$ cat src/rtl/msixvt_pkg.sv
// Shared types and constants for the MSI-X vector table and pending-bit block.
// Used by the command front end, the command queue, the execution back end and the top level.
`default_nettype none
package msixvt_pkg;

   localparam int MAX_VECTORS_DEF = 2048;

   localparam int OFF_W     = 15;
   localparam int SIZE_W    = 4;
   localparam int DWORD_W   = 32;
   localparam int QWORD_W   = 64;
   localparam int VNUM_W    = 11;
   localparam int COUNT_W   = 12;
   localparam int PBA_BIT_W = 6;
   localparam int PBA_Q_W   = 12;
   localparam int QUEUE_DEPTH = 2;

   localparam logic [SIZE_W-1:0] ACCESS_DWORD = 4'd4;
   localparam logic [SIZE_W-1:0] ACCESS_QWORD = 4'd8;

   // CSR register indexes (byte address / 4)
   localparam logic [1:0] REG_ENABLE = 2'd0;
   localparam logic [1:0] REG_FMASK  = 2'd1;
   localparam logic [1:0] REG_COUNT  = 2'd2;

   typedef enum logic [1:0] {
      OP_TABLE_READ  = 2'd0,
      OP_TABLE_WRITE = 2'd1,
      OP_PBA_READ    = 2'd2,
      OP_TRIGGER     = 2'd3
   } op_type;

   typedef enum logic [1:0] {
      ST_DONE    = 2'd0,
      ST_IGNORED = 2'd1,
      ST_PENDING = 2'd2,
      ST_RANGE   = 2'd3
   } status_type;

   typedef enum logic [2:0] {
      K_IGNORED     = 3'd0,
      K_RANGE       = 3'd1,
      K_TABLE_READ  = 3'd2,
      K_TABLE_WRITE = 3'd3,
      K_PBA_READ    = 3'd4,
      K_TRIGGER     = 3'd5
   } kind_type;

   typedef enum logic [1:0] {
      FLD_ADDR_LO = 2'd0,
      FLD_ADDR_HI = 2'd1,
      FLD_DATA    = 2'd2,
      FLD_CTRL    = 2'd3
   } field_type;

   typedef struct packed {
      kind_type               kind;
      logic [VNUM_W-1:0]      vec;
      field_type              field;
      logic [PBA_Q_W-1:0]     qword;
      logic [PBA_BIT_W-1:0]   bit_idx;
      logic                   qword_read;
      logic                   high_half;
      logic [DWORD_W-1:0]     wval;
   } cmd_type;

   typedef struct packed {
      logic               msix_enable;
      logic               function_mask;
      logic [COUNT_W-1:0] vectors_in_use;
   } csr_type;

endpackage
`default_nettype wire

$ cat src/rtl/msixvt_front.sv
// Front end: takes request beats, range-checks them against the vector count
// and turns them into queue commands. Depends on msixvt_pkg.
`default_nettype none
module msixvt_front
   import msixvt_pkg::*;
#(
   parameter int MAX_VECTORS = MAX_VECTORS_DEF
) (
   input  wire logic               req_valid,
   output logic                    req_ready,
   input  wire logic [1:0]         req_op,
   input  wire logic [OFF_W-1:0]   req_byte_offset,
   input  wire logic [SIZE_W-1:0]  req_access_bytes,
   input  wire logic [DWORD_W-1:0] req_write_value,
   input  wire logic [VNUM_W-1:0]  req_vector_number,
   input  csr_type                 csr,
   input  wire logic               busy,
   input  wire logic               queue_full,
   output logic                    push,
   output cmd_type                 push_cmd
);

   localparam logic [COUNT_W-1:0] MAX_N = COUNT_W'(MAX_VECTORS);

   logic [COUNT_W-1:0]   count;
   logic [COUNT_W:0]     words_sum;
   logic [PBA_Q_W-1:0]   words;
   logic [VNUM_W-1:0]    tab_vec;
   logic [PBA_Q_W-1:0]   pba_q;
   logic                 tab_bad;
   logic                 pba_bad;

   assign req_ready = !busy && !queue_full;
   assign push      = req_valid && req_ready;

   always_comb begin
      count     = (csr.vectors_in_use > MAX_N) ? MAX_N : csr.vectors_in_use;
      words_sum = {1'b0, count} + (COUNT_W + 1)'(QWORD_W - 1);
      words     = PBA_Q_W'(words_sum >> PBA_BIT_W);
      tab_vec   = req_byte_offset[OFF_W-1:4];
      pba_q     = req_byte_offset[OFF_W-1:3];
      tab_bad   = (req_access_bytes != ACCESS_DWORD) || (req_byte_offset[1:0] != 2'b00)
                  || ({1'b0, tab_vec} >= count);
      pba_bad   = ((req_access_bytes != ACCESS_DWORD) && (req_access_bytes != ACCESS_QWORD))
                  || (pba_q >= words);

      push_cmd            = '0;
      push_cmd.wval       = req_write_value;
      push_cmd.field      = field_type'(req_byte_offset[3:2]);
      push_cmd.qword_read = (req_access_bytes == ACCESS_QWORD);
      push_cmd.high_half  = req_byte_offset[2];
      case (op_type'(req_op))
         OP_TABLE_READ, OP_TABLE_WRITE: begin
            push_cmd.vec     = tab_vec;
            push_cmd.qword   = PBA_Q_W'(tab_vec[VNUM_W-1:PBA_BIT_W]);
            push_cmd.bit_idx = tab_vec[PBA_BIT_W-1:0];
            if (tab_bad) begin
               push_cmd.kind = K_IGNORED;
            end else if (op_type'(req_op) == OP_TABLE_READ) begin
               push_cmd.kind = K_TABLE_READ;
            end else begin
               push_cmd.kind = K_TABLE_WRITE;
            end
         end
         OP_PBA_READ: begin
            push_cmd.qword = pba_q;
            push_cmd.kind  = pba_bad ? K_IGNORED : K_PBA_READ;
         end
         OP_TRIGGER: begin
            push_cmd.vec     = req_vector_number;
            push_cmd.qword   = PBA_Q_W'(req_vector_number[VNUM_W-1:PBA_BIT_W]);
            push_cmd.bit_idx = req_vector_number[PBA_BIT_W-1:0];
            push_cmd.kind    = ({1'b0, req_vector_number} >= count) ? K_RANGE : K_TRIGGER;
         end
         default: begin
            push_cmd.kind = K_IGNORED;
         end
      endcase
   end

endmodule
`default_nettype wire

$ cat config.mk
export PLATFORM = sky130hd
export DESIGN_NAME = msixvt_front
export DESIGN_NICKNAME = d
export VERILOG_FILES = /design/src/rtl/msixvt_pkg.sv /design/src/rtl/msixvt_front.sv
export SDC_FILE = /design/constraint.sdc
export NUM_CORES = 1
export LEC_CHECK = 0
export ABC_CLOCK_PERIOD_IN_PS = 3200
export BUFFER_PORTS_ARGS = -buffer_cell sky130_fd_sc_hd__buf_2
export CORE_ASPECT_RATIO = 0.8
export CORE_UTILIZATION = 27
export DETAILED_ROUTE_END_ITERATION = 10
export PLACE_DENSITY_LB_ADDON = 0.1
export SYNTH_ARGS = -nofsm -noshare
export SYNTH_HDL_FRONTEND = slang
export SYNTH_SLANG_ARGS = --single-unit
$ cat constraint.sdc
create_clock -name vclk -period 3.2
set_input_delay 0.64 -clock vclk [all_inputs]
set_output_delay 0.64 -clock vclk [all_outputs]
set_load 0.05 [all_outputs]
==> run_results.csv, run 1 <==
group,metric,value,unit
power,internal_power,0.121,mW
power,p_switching,0.219,mW
timing,hold_viol_final,0,
global_routing,grt_pass1_vias,1381,
routing,drc,0,
worst_setup_path,critical_path.max_stage_delay,0.33,ns
timing,whs,1.28,ns
floorplan,die-area,5480,um^2
routing,vias,1520,
place,dpl_worst_slack,-0.407,ns
worst_setup_path,crit_fanout,3,
power,comb_power_share,1.000,
synthesis,yosysWarnings,0,
power,seq_power_share,0,
power,swShare,0.645,
hold_path,hold_start,"req_write_value[11]",
timing,finalSetupViolCount,0,
synthesis,netlist_top_cells_area,"ha_1, buf_4, nand2_1",
worst_setup_path,path_cells,"buf_6 -> nor4_4 -> a21oi_2 -> buf_4 -> nand2_2 -> xnor2_1 -> nand2_1 -> ha_2 -> nand2_2 -> o41ai_2 -> o31ai_2 -> buf_6",
global_routing,grt.total_usage,0.154,
routing,detail-route-antenna-nets,0,
routing,wl,4190,um
timing,rsz0062_at_grt,"yes",
cells_and_area,nNetsFinal,376,
synthesis,synth.distinct_cells,35,
worst_setup_path,cp-end-kind,"primary output",
floorplan,die_x,82.5,um
worst_setup_path,critPathArrivalTime,2.55,ns
synthesis,yosys.area.top_type_share,0.259,
floorplan,die_y,66.4,um
timing,layout_min_cycle_time,3.19,ns
cells_and_area,final_cell_mix,"buf_2, nand2_1, ha_1",
global_routing,antenna_found_initial,0,
cells_and_area,final_common_cell,"buf_2",
hold_path,hold_path_depth,0,
hold_path,hold_end,"push_cmd[11]",
cells_and_area,drive_gt1_frac,0.455,
job,drv_cap,0,
timing,max_freq,314,MHz
global_routing,grt_start_max_net_pins,15,
routing,drt_iter0_markers,41,
global_routing,grt_pass1_wl,6600,um
routing,avgViaCountPerCell,4.66,
timing,drv_slew,0,
hold_path,min_path_type,"in -> out",
power,total_power,0.340,mW
worst_setup_path,worstSetupStartpoint,"csr[1]",
timing,timing.final.ws_setup,0.0108,ns
worst_setup_path,crit_family,"compound AO/OA/AOI/OAI gates",
power,power.density,184,nW/um^2
worst_setup_path,cp.depth,12,
synthesis,yosysSeqAreaShare,0,
floorplan,rows,23,
cells_and_area,n_clock_buffer,0,
synthesis,avgSynthCellArea,6.80,um^2
power,clock_power_share,0,
floorplan,ios,151,
power,p_leak,1.02,nW
floorplan,start_util,0.280,
place,place_congestion,0.848,
worst_setup_path,cp_slowest_cell,"ha_2",
outcome,status,"complete, no violations",
cells_and_area,seq_cell_count,0,
floorplan,core,5010,um^2
worst_setup_path,worstSetupPathType,"in -> out",
cells_and_area,layout.filler_cells,558,
global_routing,grt_overflow,0,
cells_and_area,syn_to_final_growth,31.9,%
synthesis,synth_area,1400,um^2
timing,period_share,0.997,
worst_setup_path,cp-start-kind,"input pin",
place,port_buffers,82,
synthesis,synthCells,206,
routing,wl_per_cell,12.9,um
worst_setup_path,crit_required,2.56,ns
cells_and_area,n_antenna_cell,0,
power,vdd_drop_max,0.113,mV
cells_and_area,register_area,0,um^2
routing,firstDrtPassIters,4,
place,hpwl,3650,um
synthesis,synth_nets,316,
worst_setup_path,critPathBufInv,3,
synthesis,yosysTopAreaCell,"ha_1",
==> power by group through the flow <==
stage	clock, mW	combinational (mW)	sequential [mW]
after floorplan	0	0.329	0
after global placement	0	0.324	0
after detailed placement	0	0.323	0
after CTS	0	0.340	0
after global routing	0	0.373	0
final	0	0.340	0
==> stage by stage <==
| stage | area, um^2 | std cells | utilization | TNS [ns] |
|---|---|---|---|---|
| floorplan | 1420 | 206 | - | 0 |
| global placement | 1730 | 324 | 0.345 | -0.360 |
| detailed placement | 1730 | 324 | 0.345 | -0.425 |
| CTS | 1830 | 326 | 0.366 | -0.0655 |
| global route | 1850 | 326 | 0.369 | -0.115 |
| finish | 1850 | 326 | 0.369 | 0 |
==> how the worst max path moves through the flow <==
stage | slack, ns | end
after detailed placement | -0.41 | push_cmd[67]
final | 0.01 | push_cmd[67]
after floorplan | 0.01 | push_cmd[67]
after global routing | -0.11 | push_cmd[67]
after CTS | -0.07 | push_cmd[67]
after global placement | -0.33 | push_cmd[67]
==> kinds of logic after synthesis <==
logic type | count (synthesis) | synth area share
xor+xnor | 5 | 0.0313
other cells | 1 | 0.00268
buf+inv | 59 | 0.268
simple gates | 69 | 0.247
fa+ha+maj | 29 | 0.259
compound gates | 43 | 0.192
==> area by class of cell <==
type               count  area (um^2)  area share
inverters             14         52.6      0.0284
multi-input cells    147         1130       0.611
well taps             62         77.6      0.0420
repair buffers       103          589       0.319
==> cell usage after synthesis (all sizes together) <==
library cell  instances
nand2b                2
nor4b                 1
or4                   1
a31oi                 1
o21a                  1
o21ai                15
nor3b                 1
a41o                  2
a211o                 1
and4                  1
clkinv                1
ha                   29
nor4                  3
o31ai                 1
o41ai                 1
nor2                  4
a21o                  9
clkbuf                3
nand2                32
xnor2                 3
a21oi                11
nand4                 5
and4b                 1
nor2b                 3
nor3                  2
or2                   1
nand3                 3
conb                  1
a41oi                 1
inv                  13
and2                  9
buf                  42
xor2                  2
==> per-layer routing <==
layer  vias to the layer above  wire length [um]  track usage
li1                        794                 -            -
met1                       667              2100        0.223
met2                        57              1830        0.255
met3                         2               259       0.0124
met4                         0                 4      0.00647
met5                         -                 0            0
==> what timing repair did <==
action | in CTS | in global routing
setup buffers | 2 | 0
endpoints found under the setup margin | 2 | 3
hold buffers | 0 | 0
gates resized for setup | 17 | 5
pin swaps | 11 | 4
(Power assumes the default switching activity.)
==> run 2: changes to the inputs <==
CORE_UTILIZATION = 37   (was 27)
==> run_results.csv, run 2 (synthesis results as in run 1) <==
group,metric,value,unit
timing,timing.setup.tns,-0.0836,ns
floorplan,ios,151,
clock_network,ctsHoldBuffers,0,
worst_setup_path,cp-start-kind,"input pin",
cells_and_area,seq_cell_count,0,
worst_setup_path,crit_required,2.56,ns
global_routing,grt_pass1_wl,6480,um
job,drv_cap,0,
place,port_buffers,82,
worst_setup_path,path_cells,"buf_6 -> nor4_4 -> a21oi_2 -> buf_4 -> buf_4 -> xor2_1 -> nand2_1 -> ha_1 -> a21oi_1 -> o41ai_2 -> o31ai_2 -> buf_6",
place,place_congestion,0.811,
cells_and_area,n_antenna_cell,0,
timing,hold_viol_final,0,
routing,firstDrtPassIters,7,
timing,finalSetupViolCount,1,
timing,maxSlewHeadroom,0.665,
power,comb_power_share,1.000,
timing,whs,1.28,ns
floorplan,core,3520,um^2
worst_setup_path,crit_fanout,3,
global_routing,grt.total_usage,0.198,
routing,vias,1549,
floorplan,die_y,57.0,um
routing,drt_iter0_markers,57,
cells_and_area,syn_to_final_growth,30.3,%
global_routing,grt_start_max_net_pins,16,
timing,tightestPinTransition,0.497,ns
worst_setup_path,worstSetupPathType,"in -> out",
global_routing,grt_overflow,0,
cells_and_area,drive_gt1_frac,0.455,
power,p_switching,0.218,mW
timing,layout_min_cycle_time,3.28,ns
power,vdd_drop_max,0.0719,mV
power,clock_power_share,0,
power,internal_power,0.119,mW
routing,avgViaCountPerCell,5.06,
outcome,status,"finished, violations left",
timing,timing.final.ws_setup,-0.0836,ns
worst_setup_path,critPathBufInv,4,
timing,drv_slew,0,
power,seq_power_share,0,
routing,wl_per_cell,13.6,um
routing,detail-route-antenna-nets,0,
global_routing,grt_pass1_vias,1360,
cells_and_area,register_area,0,um^2
floorplan,start_util,0.398,
hold_path,min_path_type,"in -> out",
cells_and_area,n_clock_buffer,0,
worst_setup_path,cp_slowest_cell,"o41ai_2",
worst_setup_path,crit_family,"compound AO/OA/AOI/OAI gates",
floorplan,die_x,70.8,um
routing,wl,4160,um
timing,rsz0062_at_grt,"yes",
timing,period_share,1.03,
floorplan,rows,19,
worst_setup_path,cp-end-kind,"primary output",
place,hpwl,3440,um
floorplan,die-area,4040,um^2
worst_setup_path,critical_path.max_stage_delay,0.35,ns
power,swShare,0.648,
worst_setup_path,critPathArrivalTime,2.64,ns
cells_and_area,final_common_cell,"buf_2",
power,p_leak,1.02,nW
cells_and_area,nNetsFinal,376,
timing,max_freq,305,MHz
global_routing,antenna_found_initial,0,
outcome,violations,"design-rule violations, negative setup slack",
routing,drc,20,
cells_and_area,final_cell_mix,"buf_2, nand2_1, ha_1",
power,power.density,184,nW/um^2
-- run 2: area by class of cell --
class / count / area (um^2)
Fill cell: 365 / 1690
Multi-Input combinational cell: 147 / 1130
Timing Repair Buffer: 103 / 593
Inverter: 14 / 53.8
Tap cell: 42 / 52.6
-- run 2: metrics by stage --
step                setup WS, ns  power (mW)  utilization  instances  cell area [um^2]
global route              -0.180       0.365        0.519        306              1830
detailed placement        -0.406       0.319        0.484        304              1700
CTS                      -0.0690       0.335        0.512        306              1800
global placement          -0.331       0.320        0.484        304              1700
floorplan                 0.0127       0.329            -        206              1420
finish                   -0.0836       0.337        0.519        306              1830
-- run 2: final timing paths --
kind                 from      endpoint  cells after the start
min   req_write_value[11]  push_cmd[11]                      0
max                csr[1]  push_cmd[67]                     12
-- run 2: what timing repair did --
action / CTS / global route
setup endpoints to repair: 2 / 2
resized for setup: 17 / 7
buffers inserted: 2 / 0
pin swaps: 11 / 3
-- run 2: power by group through the flow --
stage	registers (mW)	clock network [mW]	logic, mW
finish	0	0	0.337
CTS	0	0	0.335
global route	0	0	0.365
floorplan	0	0	0.329
detailed placement	0	0	0.319
global placement	0	0	0.320
-- run 2: routing by layer --
layer	global-route usage	part of all wire
met5	0	0
met4	0.0143	0.0041
met2	0.328	0.43
met1	0.294	0.50
met3	0.0159	0.066
==> run 3: changes to the inputs <==
REMOVE_ABC_BUFFERS = 1   (was unset)
TNS_END_PERCENT = 50   (was unset)
==> run_results.csv, run 3 (synthesis results as in run 1) <==
group,metric,value,unit
power,total_power,0.336,mW
timing,finalSetupViolCount,1,
hold_path,min_path_type,"in -> out",
global_routing,grtUsageMet1,0.382,
worst_setup_path,cp-start-kind,"input pin",
global_routing,grt_pass1_wl,8160,um
floorplan,die-area,4040,um^2
routing,vias,1564,
floorplan,ios,151,
timing,rsz0062_at_grt,"yes",
global_routing,grt_pass1_vias,1388,
cells_and_area,nNetsFinal,370,
place,place_area,1640,um^2
worst_setup_path,critPathArrivalTime,2.67,ns
cells_and_area,final_common_cell,"buf_2",
place,place_congestion,0.830,
routing,wl,5560,um
timing,drv_slew,0,
routing,firstDrtPassIters,8,
global_routing,grt.total_usage,0.273,
routing,drt_iter0_markers,66,
global_routing,grt_start_max_net_pins,15,
timing,timing.setup.tns,-0.105,ns
routing,drc,20,
global_routing,globalRouteMet2Util,0.372,
place,hpwl,4770,um
job,drv_cap,0,
floorplan,core,3520,um^2
floorplan,die_x,70.8,um
cells_and_area,final_cell_mix,"buf_2, nand2_1, ha_1",
cells_and_area,instances_no_fill,300,
global_routing,antenna_found_initial,0,
outcome,violations,"design-rule violations, negative setup slack",
global_routing,grt_overflow,0,
timing,max_freq,303,MHz
global_routing,grt_util_met3,0.147,
timing,layout_min_cycle_time,3.31,ns
place,port_buffers,82,
power,power.density,187,nW/um^2
routing,avgViaCountPerCell,5.21,
floorplan,start_util,0.398,
routing,wl_per_cell,18.5,um
cells_and_area,utilization,0.509,
cells_and_area,n_antenna_cell,0,
cells_and_area,seq_cell_count,0,
worst_setup_path,crit_fanout,3,
cells_and_area,register_area,0,um^2
routing,detail-route-antenna-nets,0,
clock_network,ctsHoldBuffers,0,
cells_and_area,drive_gt1_frac,0.446,
timing,timing.final.ws_setup,-0.105,ns
power,p_leak,0.999,nW
floorplan,rows,19,
outcome,status,"finished, violations left",
worst_setup_path,crit_required,2.56,ns
worst_setup_path,worstSetupPathType,"in -> out",
floorplan,die_y,57.0,um
global_routing,top_usage_layer,"met1",
cells_and_area,syn_to_final_growth,27.9,%
timing,hold_viol_final,0,
power,vdd_drop_max,0.0737,mV
timing,period_share,1.03,
timing,whs,1.28,ns
cells_and_area,stdcell_area,1790,um^2
place,dpl_worst_slack,-0.393,ns
cells_and_area,n_clock_buffer,0,
worst_setup_path,cp-end-kind,"primary output",
place,dp.cells,298,
## run 3: cell count changes in the layout (fill, tap and decap cells not counted), moves of 2 or more
cell,delta
buf_6,-3
nand2_1,+2
buf_4,-4
nand2_2,-3
## run 3: area by class of cell
cell class                      instances  area (um^2)
Multi-Input combinational cell        147         1140
Timing Repair Buffer                   97          544
Tap cell                               42         52.6
Fill cell                             372         1730
Inverter                               14         56.3
## run 3: where the power goes
part	internal [mW]	switching, mW	leakage [nW]
sequential	0	0	0
combinational	0.117	0.219	0.999
clock	0	0	0
## run 3: repair_timing
action,CTS,global route
resized for setup,13,14
buffers inserted,1,1
pin swaps,10,6
setup endpoints to repair,1,3
## run 3: final timing paths
check                            from           end  slack, ns  depth (start not counted)
hold / removal    req_write_value[21]  push_cmd[21]       1.28                          0
setup / recovery               csr[1]  push_cmd[67]      -0.11                         14
## run 3: routing by layer
metal | vias to the layer above | part of all wire | wire, um
met1 | 689 | 0.47 | 2620
met4 | 0 | 0.0077 | 43
li1 | 784 | - | -
met5 | - | 0 | 0
met2 | 89 | 0.39 | 2180
met3 | 2 | 0.13 | 723
## run 3: worst max-delay path, stage by stage
cell	delay, ns
buf_8	0.10
nor4_4	0.32
a21oi_2	0.10
buf_4	0.16
nand2_4	0.07
xnor2_2	0.10
nand2_1	0.07
ha_2	0.19
a21oi_4	0.16
nor3_2	0.06
nor4_2	0.24
o41ai_2	0.11
o31ai_1	0.09
buf_4	0.25
