File: src/rtl/msixvt_pkg.sv
// Shared types and constants for the MSI-X vector table and pending-bit block.
// Used by the command front end, the command queue, the execution back end and the top level.
`default_nettype none
package msixvt_pkg;

   localparam int MAX_VECTORS_DEF = 2048;

   localparam int OFF_W     = 15;
   localparam int SIZE_W    = 4;
   localparam int DWORD_W   = 32;
   localparam int QWORD_W   = 64;
   localparam int VNUM_W    = 11;
   localparam int COUNT_W   = 12;
   localparam int PBA_BIT_W = 6;
   localparam int PBA_Q_W   = 12;
   localparam int QUEUE_DEPTH = 2;

   localparam logic [SIZE_W-1:0] ACCESS_DWORD = 4'd4;
   localparam logic [SIZE_W-1:0] ACCESS_QWORD = 4'd8;

   // CSR register indexes (byte address / 4)
   localparam logic [1:0] REG_ENABLE = 2'd0;
   localparam logic [1:0] REG_FMASK  = 2'd1;
   localparam logic [1:0] REG_COUNT  = 2'd2;

   typedef enum logic [1:0] {
      OP_TABLE_READ  = 2'd0,
      OP_TABLE_WRITE = 2'd1,
      OP_PBA_READ    = 2'd2,
      OP_TRIGGER     = 2'd3
   } op_type;

   typedef enum logic [1:0] {
      ST_DONE    = 2'd0,
      ST_IGNORED = 2'd1,
      ST_PENDING = 2'd2,
      ST_RANGE   = 2'd3
   } status_type;

   typedef enum logic [2:0] {
      K_IGNORED     = 3'd0,
      K_RANGE       = 3'd1,
      K_TABLE_READ  = 3'd2,
      K_TABLE_WRITE = 3'd3,
      K_PBA_READ    = 3'd4,
      K_TRIGGER     = 3'd5
   } kind_type;

   typedef enum logic [1:0] {
      FLD_ADDR_LO = 2'd0,
      FLD_ADDR_HI = 2'd1,
      FLD_DATA    = 2'd2,
      FLD_CTRL    = 2'd3
   } field_type;

   typedef struct packed {
      kind_type               kind;
      logic [VNUM_W-1:0]      vec;
      field_type              field;
      logic [PBA_Q_W-1:0]     qword;
      logic [PBA_BIT_W-1:0]   bit_idx;
      logic                   qword_read;
      logic                   high_half;
      logic [DWORD_W-1:0]     wval;
   } cmd_type;

   typedef struct packed {
      logic               msix_enable;
      logic               function_mask;
      logic [COUNT_W-1:0] vectors_in_use;
   } csr_type;

endpackage
`default_nettype wire

File: src/rtl/msixvt_cmd_fifo.sv
// Short command queue between the front end and the back end.
// Depends on msixvt_pkg for the command type and queue depth.
`default_nettype none
module msixvt_cmd_fifo
   import msixvt_pkg::*;
(
   input  wire logic    clock,
   input  wire logic    reset,
   input  wire logic    push,
   input  cmd_type      push_cmd,
   output logic         full,
   input  wire logic    pop,
   output cmd_type      head_cmd,
   output logic         empty
);

   localparam int PTR_W = (QUEUE_DEPTH > 1) ? $clog2(QUEUE_DEPTH) : 1;
   localparam int CNT_W = $clog2(QUEUE_DEPTH + 1);

   cmd_type            entry_ff [QUEUE_DEPTH];
   logic [PTR_W-1:0]   wr_ptr_ff, wr_ptr_in;
   logic [PTR_W-1:0]   rd_ptr_ff, rd_ptr_in;
   logic [CNT_W-1:0]   count_ff, count_in;

   assign full     = (count_ff == CNT_W'(QUEUE_DEPTH));
   assign empty    = (count_ff == '0);
   assign head_cmd = entry_ff[rd_ptr_ff];

   always_comb begin
      wr_ptr_in = wr_ptr_ff;
      rd_ptr_in = rd_ptr_ff;
      count_in  = count_ff;
      if (push) begin
         wr_ptr_in = (wr_ptr_ff == PTR_W'(QUEUE_DEPTH - 1)) ? '0 : wr_ptr_ff + 1'b1;
      end
      if (pop) begin
         rd_ptr_in = (rd_ptr_ff == PTR_W'(QUEUE_DEPTH - 1)) ? '0 : rd_ptr_ff + 1'b1;
      end
      if (push && !pop) begin
         count_in = count_ff + 1'b1;
      end else if (pop && !push) begin
         count_in = count_ff - 1'b1;
      end
   end

   always_ff @(posedge clock) begin
      if (reset) begin
         wr_ptr_ff <= '0;
         rd_ptr_ff <= '0;
         count_ff  <= '0;
      end else begin
         wr_ptr_ff <= wr_ptr_in;
         rd_ptr_ff <= rd_ptr_in;
         count_ff  <= count_in;
      end
   end

   always_ff @(posedge clock) begin
      if (push) begin
         entry_ff[wr_ptr_ff] <= push_cmd;
      end
   end

endmodule
`default_nettype wire

File: config.mk
export PLATFORM = sky130hd
export DESIGN_NAME = msixvt_cmd_fifo
export DESIGN_NICKNAME = d
export VERILOG_FILES = /design/src/rtl/msixvt_pkg.sv /design/src/rtl/msixvt_cmd_fifo.sv
export SDC_FILE = /design/constraint.sdc
export NUM_CORES = 1
export LEC_CHECK = 0
export BUFFER_PORTS_ARGS = -buffer_cell sky130_fd_sc_hd__buf_2
export CELL_PAD_IN_SITES_DETAIL_PLACEMENT = 0
export CELL_PAD_IN_SITES_GLOBAL_PLACEMENT = 1
export CORE_MARGIN = 4
export CORE_UTILIZATION = 49
export CTS_BUF_LIST = sky130_fd_sc_hd__clkbuf_8
export CTS_CLUSTER_DIAMETER = 150
export DETAILED_ROUTE_END_ITERATION = 12
export GPL_TIMING_DRIVEN = 0
export PLACE_DENSITY = 0.88
export SLEW_MARGIN = 20
export SYNTH_ARGS = -nofsm -noshare
export SYNTH_HDL_FRONTEND = slang
export SYNTH_SLANG_ARGS = --single-unit
File: constraint.sdc
create_clock -name clock -period 7.25 [get_ports clock]
set_input_delay 0.725 -clock clock [delete_from_list [all_inputs] [get_ports clock]]
set_output_delay 0.725 -clock clock [all_outputs]
set_load 0.1 [all_outputs]
==> metrics.txt, run 1 <==
first-pass iteration count of the detailed router=4; layout cell share with drive strength beyond 1=61.0%; Final Net Count=470; flop and latch count out of synthesis=141; minimum period implied by the final worst setup slack=between 2 and 3 ns; synthesized area=5200 um^2; post-synthesis to final-layout area growth=26.8%; total of hold buffers inserted after clock tree synthesis=0; n_diodes=0; delay of the slowest cell on the worst path=approximately 0.32 ns; result of the run=completed; area of placed instances=6160 um^2; post-synth net total=307; detailed placer's ending HPWL=between 6 and 7 mm; number of placed I/O pins=142; Avg Synthesized Cell Area=22.2 um^2; maximum buffer depth of the clock tree=2; slew at the pin closest to its max-slew limit=0.748 ns; crit-path max FO=10; type of the tightest min-delay check=input port to register; power per cell area=326 nW/um^2; clock root buffer=sky130_fd_sc_hd__clkbuf_8; synthesized-area fraction occupied by xor and xnor cells=0.673%; global-route met2 utilization=between 20 and 25%; buffers inserted by post-CTS timing repair=0; total negative slack for setup checks=0 ns; startpoint kind of the worst setup timing path=register; vias in the first global route=2,842; overall global routing resource usage=14.6%; critical path required time=6.52 ns; met1 Use GR=~18%; GR Util met3=6.11%; CP bufs+invs=4; compound-cell area share of the yosys netlist=0.192%; Final Hold Fails=0; total vias in the final route=2,636; busiest grt layer=met2; TritonCTS Buffers=17; die area=12,300 um^2; portion of the post-synthesis area used by sequential elements=80.4%; Core ar.=10,300 um^2; Die Span X=about 110 um; Relative slew margins=between 40% and 50%; share of synthesized cell area in and, or, nand and nor gates=less than 1%; total count of max-transition violations in the final report=0; leakage=between 2 and 3 nW; post-synthesis adder-cell area fraction=0.241%; Initial Utilization=50.4%; tightest hold margin=0.481 ns; floorplan die height=between 100 and 150 um; Top Family by Delay on Critical Path=buffers and inverters; Syn Inst Count=234; global-route wire length before repair=13.8 mm; residual overflow from global routing=0; worst vdd ir=0.152 mV; dominant combinational cell family by area after synthesis=multiplexers; Setup crit end kind=primary output; CTS tree=done; routed wirelength normalized by instance count=16.0 um; portion of netlist area occupied by mux cells=16.2%; critical path's slowest cell=sky130_fd_sc_hd__dfxtp_1; Ys Warns=0; Routability Congestion=0.687; later-pin clock latency in the skew report=0.42 ns; finished layout cell area=6600 um^2; max-cap violation count=0; DRC Markers=0; Num Clock Sinks=roughly 140; 1st-iter DRT viols=between 100 and 150; Setup CP Type=register to primary output; register-to-register path setup slack=5.70 ns; setup repair after global routing missed its margin=false; antenna violation net count after detailed routing=0; maximum clock frequency=394 MHz; Cell Chain, Critical Path=buf_6 -> buf_6 -> buf_8 -> mux2_4 -> buf_2; # H-tree levels=4; Placement Rows=37; # resized after CTS=0; Clk pin slew, worst setup/hold paths=0.08 ns; pin count of the biggest net entering global routing=48; number of library cell types mapped by synthesis=17; arrival time at the worst endpoint=1.81 ns; cell count after placement=514; most frequent standard cell in the layout excluding fill and tap cells=sky130_fd_sc_hd__buf_2; Max Clock Skew=0.00627 ns; vias per cell=4.85; fin crit share=35.0%; number of input and output port buffers inserted=141; initial antenna violation count=1; most used cell, CP=sky130_fd_sc_hd__buf_6; top library cells by usage in the layout, fill and taps aside=sky130_fd_sc_hd__buf_2, sky130_fd_sc_hd__edfxtp_1, sky130_fd_sc_hd__mux2_2, sky130_fd_sc_hd__mux2_4, sky130_fd_sc_hd__clkbuf_8; final setup violation count=0; count of placed standard cells in the final layout, fillers left out=544; total routed wirelength=8.68 mm
## layout make-up
cell class / count / area, um^2
Buffer: 8 / 72.6
Clock buffer: 17 / 234
Clock inverter: 13 / 198
Fill cell: 730 / 3730
Inverter: 1 / 3.75
Multi-Input combinational cell: 84 / 952
Sequential cell: 141 / 4180
Tap cell: 136 / 170
Timing Repair Buffer: 144 / 781
## sequential cells by signal, summed over array words and instances (netlist names), named ones only
register   cells
wr_ptr_ff      1
count_ff       2
rd_ptr_ff      1
entry_ff     136
## metal layers
| metal | wire length (um) | share of wire, % |
|---|---|---|
| met3 | 745 | 8.6 |
| met4 | 119 | 1.4 |
| met1 | 3670 | 42 |
| met2 | 4140 | 48 |
| met5 | 7 | 0.081 |
## where the power goes
group / leakage, nW / switching [mW] / internal, mW
Clock: 0.218 / 0.270 / 0.403
Sequential: 1.32 / 0.0122 / 0.949
Combinational: 1.02 / 0.406 / 0.108
Total: 2.56 / 0.687 / 1.46
## worst paths after layout
kind | startpoint | end | cells past startpoint
worst max register to register | wr_ptr_ff$_SDFFE_PP0P_ | entry_ff[0][3]$_DFFE_PP_ | 2
worst min register to register | count_ff[1]$_SDFFE_PP0P_ | count_ff[1]$_SDFFE_PP0P_ | 2
worst min-delay path | push_cmd[63] | entry_ff[0][63]$_DFFE_PP_ | 1
worst max-delay path | register | head_cmd[45] | 5
## cells in the mapped netlist, drive strengths merged
cell type,instances,area [um^2]
nor2,5,18.8
or3,1,6.26
edfxtp,136,4080
buf,8,72.6
xnor2,2,17.5
o21ai,1,5.00
a21oi,1,5.00
ha,1,12.5
inv,1,3.75
dfxtp,5,100
mux2,68,841
nor2b,2,12.5
xor2,2,17.5
and2,1,6.26
## through the flow
| stage | power [mW] | setup slack, ns | util [%] |
|---|---|---|---|
| 2_1_floorplan | 1.41 | 3.04 | - |
| 3_3_place_gp | 1.49 | 1.26 | 58.9 |
| 3_5_place_dp | 1.50 | 5.11 | 59.7 |
| 4_1_cts | 2.17 | 4.66 | 63.9 |
| 5_1_grt | 2.23 | 4.62 | 63.9 |
| 6_report | 2.15 | 4.71 | 63.9 |
## kinds of logic after synthesis
kind of cell | count (synthesis)
AO/OA/AOI/OAI | 2
AND/OR/NAND/NOR | 9
flip-flops | 141
multiplexers | 68
adder cells (fa/ha/maj) | 1
buffers and inverters | 9
XOR/XNOR | 4
## worst register-to-register path: stages (launching register included)
cell and delay (ns):
sky130_fd_sc_hd__dfxtp_1 0.36, sky130_fd_sc_hd__nor2b_4 0.61, sky130_fd_sc_hd__buf_12 0.28
Power figures use the tool's default switching activity.
==> inputs of run 2 (changes only) <==
- CORE_UTILIZATION: 49 -> 46
- PLACE_DENSITY: 0.88 -> 0.83
- clock period: 7.25 -> 2.6 ns (I/O delays scaled with it)
==> metrics.txt, run 2 (synthesis gave the netlist of run 1 again) <==
DRC Markers=0; Max Clock Skew=0.00587 ns; detailed placer's ending HPWL=around 6 mm; pin count of the biggest net entering global routing=45; leakage=2.76 nW; later-pin clock latency in the skew report=0.42 ns; maximum clock frequency=484 MHz; number of input and output port buffers inserted=around 140; type of the tightest min-delay check=input port to register; die area=around 13,000 um^2; Filler cells=786; overall global routing resource usage=14.7%; area of placed instances=6170 um^2; post-synthesis to final-layout area growth=36.5%; Largest regs=entry_ff: 136 flops, count_ff: 2 flops; Relative slew margins=48.7%; buffers inserted by post-CTS timing repair=0; TritonCTS Buffers=17; 1st-iter DRT viols=96; total count of max-transition violations in the final report=0; critical path required time=2.34 ns; maximum buffer depth of the clock tree=2; routed wirelength normalized by instance count=between 15 and 20 um; hold-critical path depth=1; minimum period implied by the final worst setup slack=2.07 ns; result of the run=completed; total vias in the final route=roughly 2,800; initial antenna violation count=0; finished layout cell area=7100 um^2; Die Span X=114 um; top library cells by usage in the layout, fill and taps aside=sky130_fd_sc_hd__buf_2, sky130_fd_sc_hd__edfxtp_1, sky130_fd_sc_hd__dlygate4sd3_1, sky130_fd_sc_hd__mux2_2, sky130_fd_sc_hd__mux2_4; register cell area after layout=4180 um^2; arrival time at the worst endpoint=roughly 1.8 ns; vias in the first global route=2,998; Setup crit end kind=primary output; residual overflow from global routing=0; clock root buffer=sky130_fd_sc_hd__clkbuf_8; CTS tree=done; clock group share of total power=28.2%; Comb pwr share=~26%; startpoint kind of the worst setup timing path=register; Core ar.=10,900 um^2; total area of multi-input combinational cells=~950 um^2; worst vdd ir=0.537 mV; final setup violation count=0; total routed wirelength=9.28 mm; antenna violation net count after detailed routing=0; share of the core filled with cells=about two thirds; setup repair after global routing missed its margin=false; sequential cell fraction of total power=46.0%; power per cell area=820 nW/um^2; max-cap violation count=0; Final Hold Fails=0; floorplan die height=~110 um; number of flip-flops under the largest register name=136; global-route wire length before repair=about 15 mm; first-pass iteration count of the detailed router=4; crit-path max FO=10; Routability Congestion=~0.74; register ranked first by flip-flop count=entry_ff; Initial Utilization=47.6%; slew at the pin closest to its max-slew limit=between 0.7 and 0.8 ns; internal power=approximately 3.8 mW; # H-tree levels=4; vias per cell=4.66; number of cells on the worst reg-to-reg path=3; Num Clock Sinks=141; Clk pin slew, worst setup/hold paths=0.07 ns; Final Net Count=roughly 530; Setup CP Type=register to primary output; Placement Rows=38; Power, Total=5.82 mW; sw power=slightly below 2 mW; fin crit share=79.5%; layout cell share with drive strength beyond 1=between 50% and 60%; total negative slack for setup checks=0 ns; n_diodes=0; number of placed I/O pins=142; switch share=about 34%; most frequent standard cell in the layout excluding fill and tap cells=sky130_fd_sc_hd__buf_2
==> run 2: cell type report <==
cell class / count / area share [%]
tap: 140 / 2.47
clock buffer: 17 / 3.29
multi-input combinational: 84 / 13.4
timing repair buffer: 199 / 18.7
clock inverter: 15 / 2.11
buffer: 8 / 1.02
sequential: 141 / 58.9
inverter: 1 / 0.0528
==> run 2: repair_timing <==
action	CTS	global route
hold buffers	47	8
resized for setup	0	0
endpoints found under the hold margin	91	16
setup endpoints to repair	0	0
==> run 2: critical path, cell delays in order (launching register included) <==
cell and delay [ns]:
sky130_fd_sc_hd__dfxtp_1 0.32, sky130_fd_sc_hd__buf_6 0.11, sky130_fd_sc_hd__buf_6 0.17, sky130_fd_sc_hd__buf_8 0.18
sky130_fd_sc_hd__mux2_4 0.31, sky130_fd_sc_hd__buf_2 0.29
==> run 2: path summary, 6_finish.rpt <==
| path | endpoint | from | slack, ns |
|---|---|---|---|
| worst max register to register | entry_ff[0][44]$_DFFE_PP_ | wr_ptr_ff$_SDFFE_PP0P_ | 0.86 |
| worst min register to register | count_ff[1]$_SDFFE_PP0P_ | count_ff[1]$_SDFFE_PP0P_ | 0.53 |
| worst min-delay path | entry_ff[1][62]$_DFFE_PP_ | push_cmd[62] | 0.04 |
| worst max-delay path | head_cmd[30] | register | 0.53 |
==> run 2: layer usage <==
| metal | track usage [%] | vias to the layer above | wire, um |
|---|---|---|---|
| li1 | - | 1357 | - |
| met1 | 16.9 | 1347 | 3680 |
| met2 | 25.0 | 101 | 4760 |
| met3 | 5.07 | 16 | 674 |
| met4 | 6.18 | 0 | 163 |
| met5 | 0 | - | 0 |
==> run 2: stage by stage <==
step / instances / hold slack, ns / worst slack [ns]
after floorplan: 234 / 0.329 / 0.0674
after global placement: 515 / 0.448 / -0.998
after detailed placement: 518 / 0.451 / 0.710
after CTS: 597 / 0.0000573 / 0.474
after global routing: 605 / 0.00254 / 0.424
final: 605 / 0.0355 / 0.533
==> run 2: power by group through the flow <==
stage	combinational, mW	clock (mW)	sequential [mW]
floorplan	1.20	0	2.73
finish	1.50	1.64	2.68
global placement	1.41	0	2.74
global route	1.56	1.82	2.69
detailed placement	1.44	0	2.73
CTS	1.50	1.69	2.68
==> inputs of run 3 (changes only) <==
- CORE_UTILIZATION: 46 -> 41
- PLACE_DENSITY: 0.83 -> 0.79
- clock period: 2.6 -> 1.8 ns (I/O delays scaled with it)
==> metrics.txt, run 3 (synthesis gave the netlist of run 1 again) <==
Post-Place Setup Slack=between 0.2 and 0.25 ns; TritonCTS Buffers=17; cell count after placement=547; startpoint kind of the worst setup timing path=register; sw power=2.87 mW; register ranked first by flip-flop count=entry_ff; arrival time at the worst endpoint=1.64 ns; vias per cell=4.53; Placement Rows=40; overall global routing resource usage=approximately 15%; total area of multi-input combinational cells=977 um^2; die area=14,600 um^2; number of placed I/O pins=142; critical path required time=1.62 ns; total routed wirelength=10.4 mm; # H-tree levels=4; worst vdd ir=0.744 mV; initial antenna violation count=0; first-pass iteration count of the detailed router=6; floorplan die height=approximately 120 um; n_diodes=0; Largest regs=entry_ff: 136 flops, count_ff: 2 flops; Die Span X=121 um; antenna violation net count after detailed routing=0; minimum period implied by the final worst setup slack=1.82 ns; DRC Markers=0; count of placed standard cells in the final layout, fillers left out=around 650; clock root buffer=sky130_fd_sc_hd__clkbuf_8; vias in the first global route=3,252; top library cells by usage in the layout, fill and taps aside=sky130_fd_sc_hd__edfxtp_1, sky130_fd_sc_hd__buf_2, sky130_fd_sc_hd__dlygate4sd3_1, sky130_fd_sc_hd__mux2_2, sky130_fd_sc_hd__buf_4; CTS tree=done; share of the core filled with cells=between 60% and 70%; detailed placer's ending HPWL=6.26 mm; Power, Total=8.60 mW; Initial Utilization=42.6%; Setup CP Type=register to primary output; power per cell area=1090 nW/um^2; maximum buffer depth of the clock tree=2; crit-path max FO=8; sequential cell fraction of total power=a little under half; Final Net Count=545; later-pin clock latency in the skew report=0.43 ns; post-layout worst setup margin=-0.0155 ns; register cell area after layout=4190 um^2; Num Clock Sinks=141; HP Start=push; number of input and output port buffers inserted=approximately 140; fin crit share=101%; routed wirelength normalized by instance count=between 15 and 20 um; post-synthesis to final-layout area growth=52.2%; type of the tightest min-delay check=input port to register; Routability Congestion=between 0.6 and 0.7; Clk pin slew, worst setup/hold paths=approximately 0.070 ns; global-route wire length before repair=16.5 mm; final setup violation count=8; most frequent standard cell in the layout excluding fill and tap cells=sky130_fd_sc_hd__edfxtp_1; maximum clock frequency=~550 MHz; 1st-iter DRT viols=100; Filler cells=852; clock group share of total power=24.6%; max-cap violation count=0; total vias in the final route=~3,000; violated checks=negative setup slack; result of the run=finished with violations; slew at the pin closest to its max-slew limit=0.495 ns; pin count of the biggest net entering global routing=42; Relative slew margins=67.2%; setup repair after global routing missed its margin=true; residual overflow from global routing=0; Core ar.=12,200 um^2; internal power=roughly 5.7 mW; number of flip-flops under the largest register name=136; total count of max-transition violations in the final report=0; switch share=33.3%; Comb pwr share=between 30% and 40%; RR Startpoint=wr_ptr_ff$_SDFFE_PP0P_; total negative slack for setup checks=-0.0774 ns; Max Clock Skew=between 0.004 and 0.005 ns; leakage=just over 3 nW; Setup crit end kind=primary output; layout cell share with drive strength beyond 1=roughly 52%; Final Hold Fails=0
-- run 3: final cells by class --
type / instances / area share, %
flip-flops and latches: 141 / 52.9
repair buffers: 220 / 26.8
multi-input cells: 84 / 12.3
clock buffers: 17 / 2.96
well taps: 168 / 2.65
plain buffers: 7 / 1.14
clock inverters: 14 / 1.12
inverters: 1 / 0.0474
-- run 3: path summary, 6_finish.rpt --
check        cells past startpoint                        end  slack (ns)
max                              4               head_cmd[30]       -0.02
min                              3     wr_ptr_ff$_SDFFE_PP0P_        0.04
max reg2reg                      3  entry_ff[0][38]$_DFFE_PP_        0.30
min reg2reg                      2   count_ff[1]$_SDFFE_PP0P_        0.50
-- run 3: power by group through the flow --
stage               Clock, mW  Sequential, mW  Combinational (mW)
floorplan                   0            3.94                1.73
global route             2.36            3.90                2.70
CTS                      2.18            3.88                2.60
global placement            0            3.94                2.05
finish                   2.11            3.88                2.61
detailed placement          0            3.95                2.10
-- run 3: metal layers --
layer,wire length [um],vias to the layer above,part of all wire (%),track usage (%)
met5,0,-,0,0
met4,131,0,1.3,5.52
met2,5620,92,54,26.3
met1,4030,1453,39,16.7
li1,-,1396,-,-
met3,616,10,5.9,5.85
-- run 3: critical path: stages (launching register included) --
cell and delay, ns:
sky130_fd_sc_hd__dfxtp_4 0.39, sky130_fd_sc_hd__buf_12 0.16, sky130_fd_sc_hd__clkbuf_16 0.16, sky130_fd_sc_hd__mux2_4 0.31
sky130_fd_sc_hd__buf_12 0.17
-- run 3: through the flow --
| stage | instance area (um^2) | hold WS (ns) |
|---|---|---|
| 6_report | 7920 | 0.0398 |
| 5_1_grt | 7920 | 0.0296 |
| 3_5_place_dp | 6230 | 0.371 |
| 3_3_place_gp | 6130 | 0.368 |
| 4_1_cts | 7890 | 0.00651 |
| 2_1_floorplan | 5210 | 0.249 |
-- run 3: timing repair --
action                                  4_1_cts  5_1_grt
endpoints found under the setup margin       68       68
hold buffers                                 71        0
gates resized for setup                     168        2
cloned                                        1        1
buffers inserted                              2        0
hold endpoints to repair                    141        0
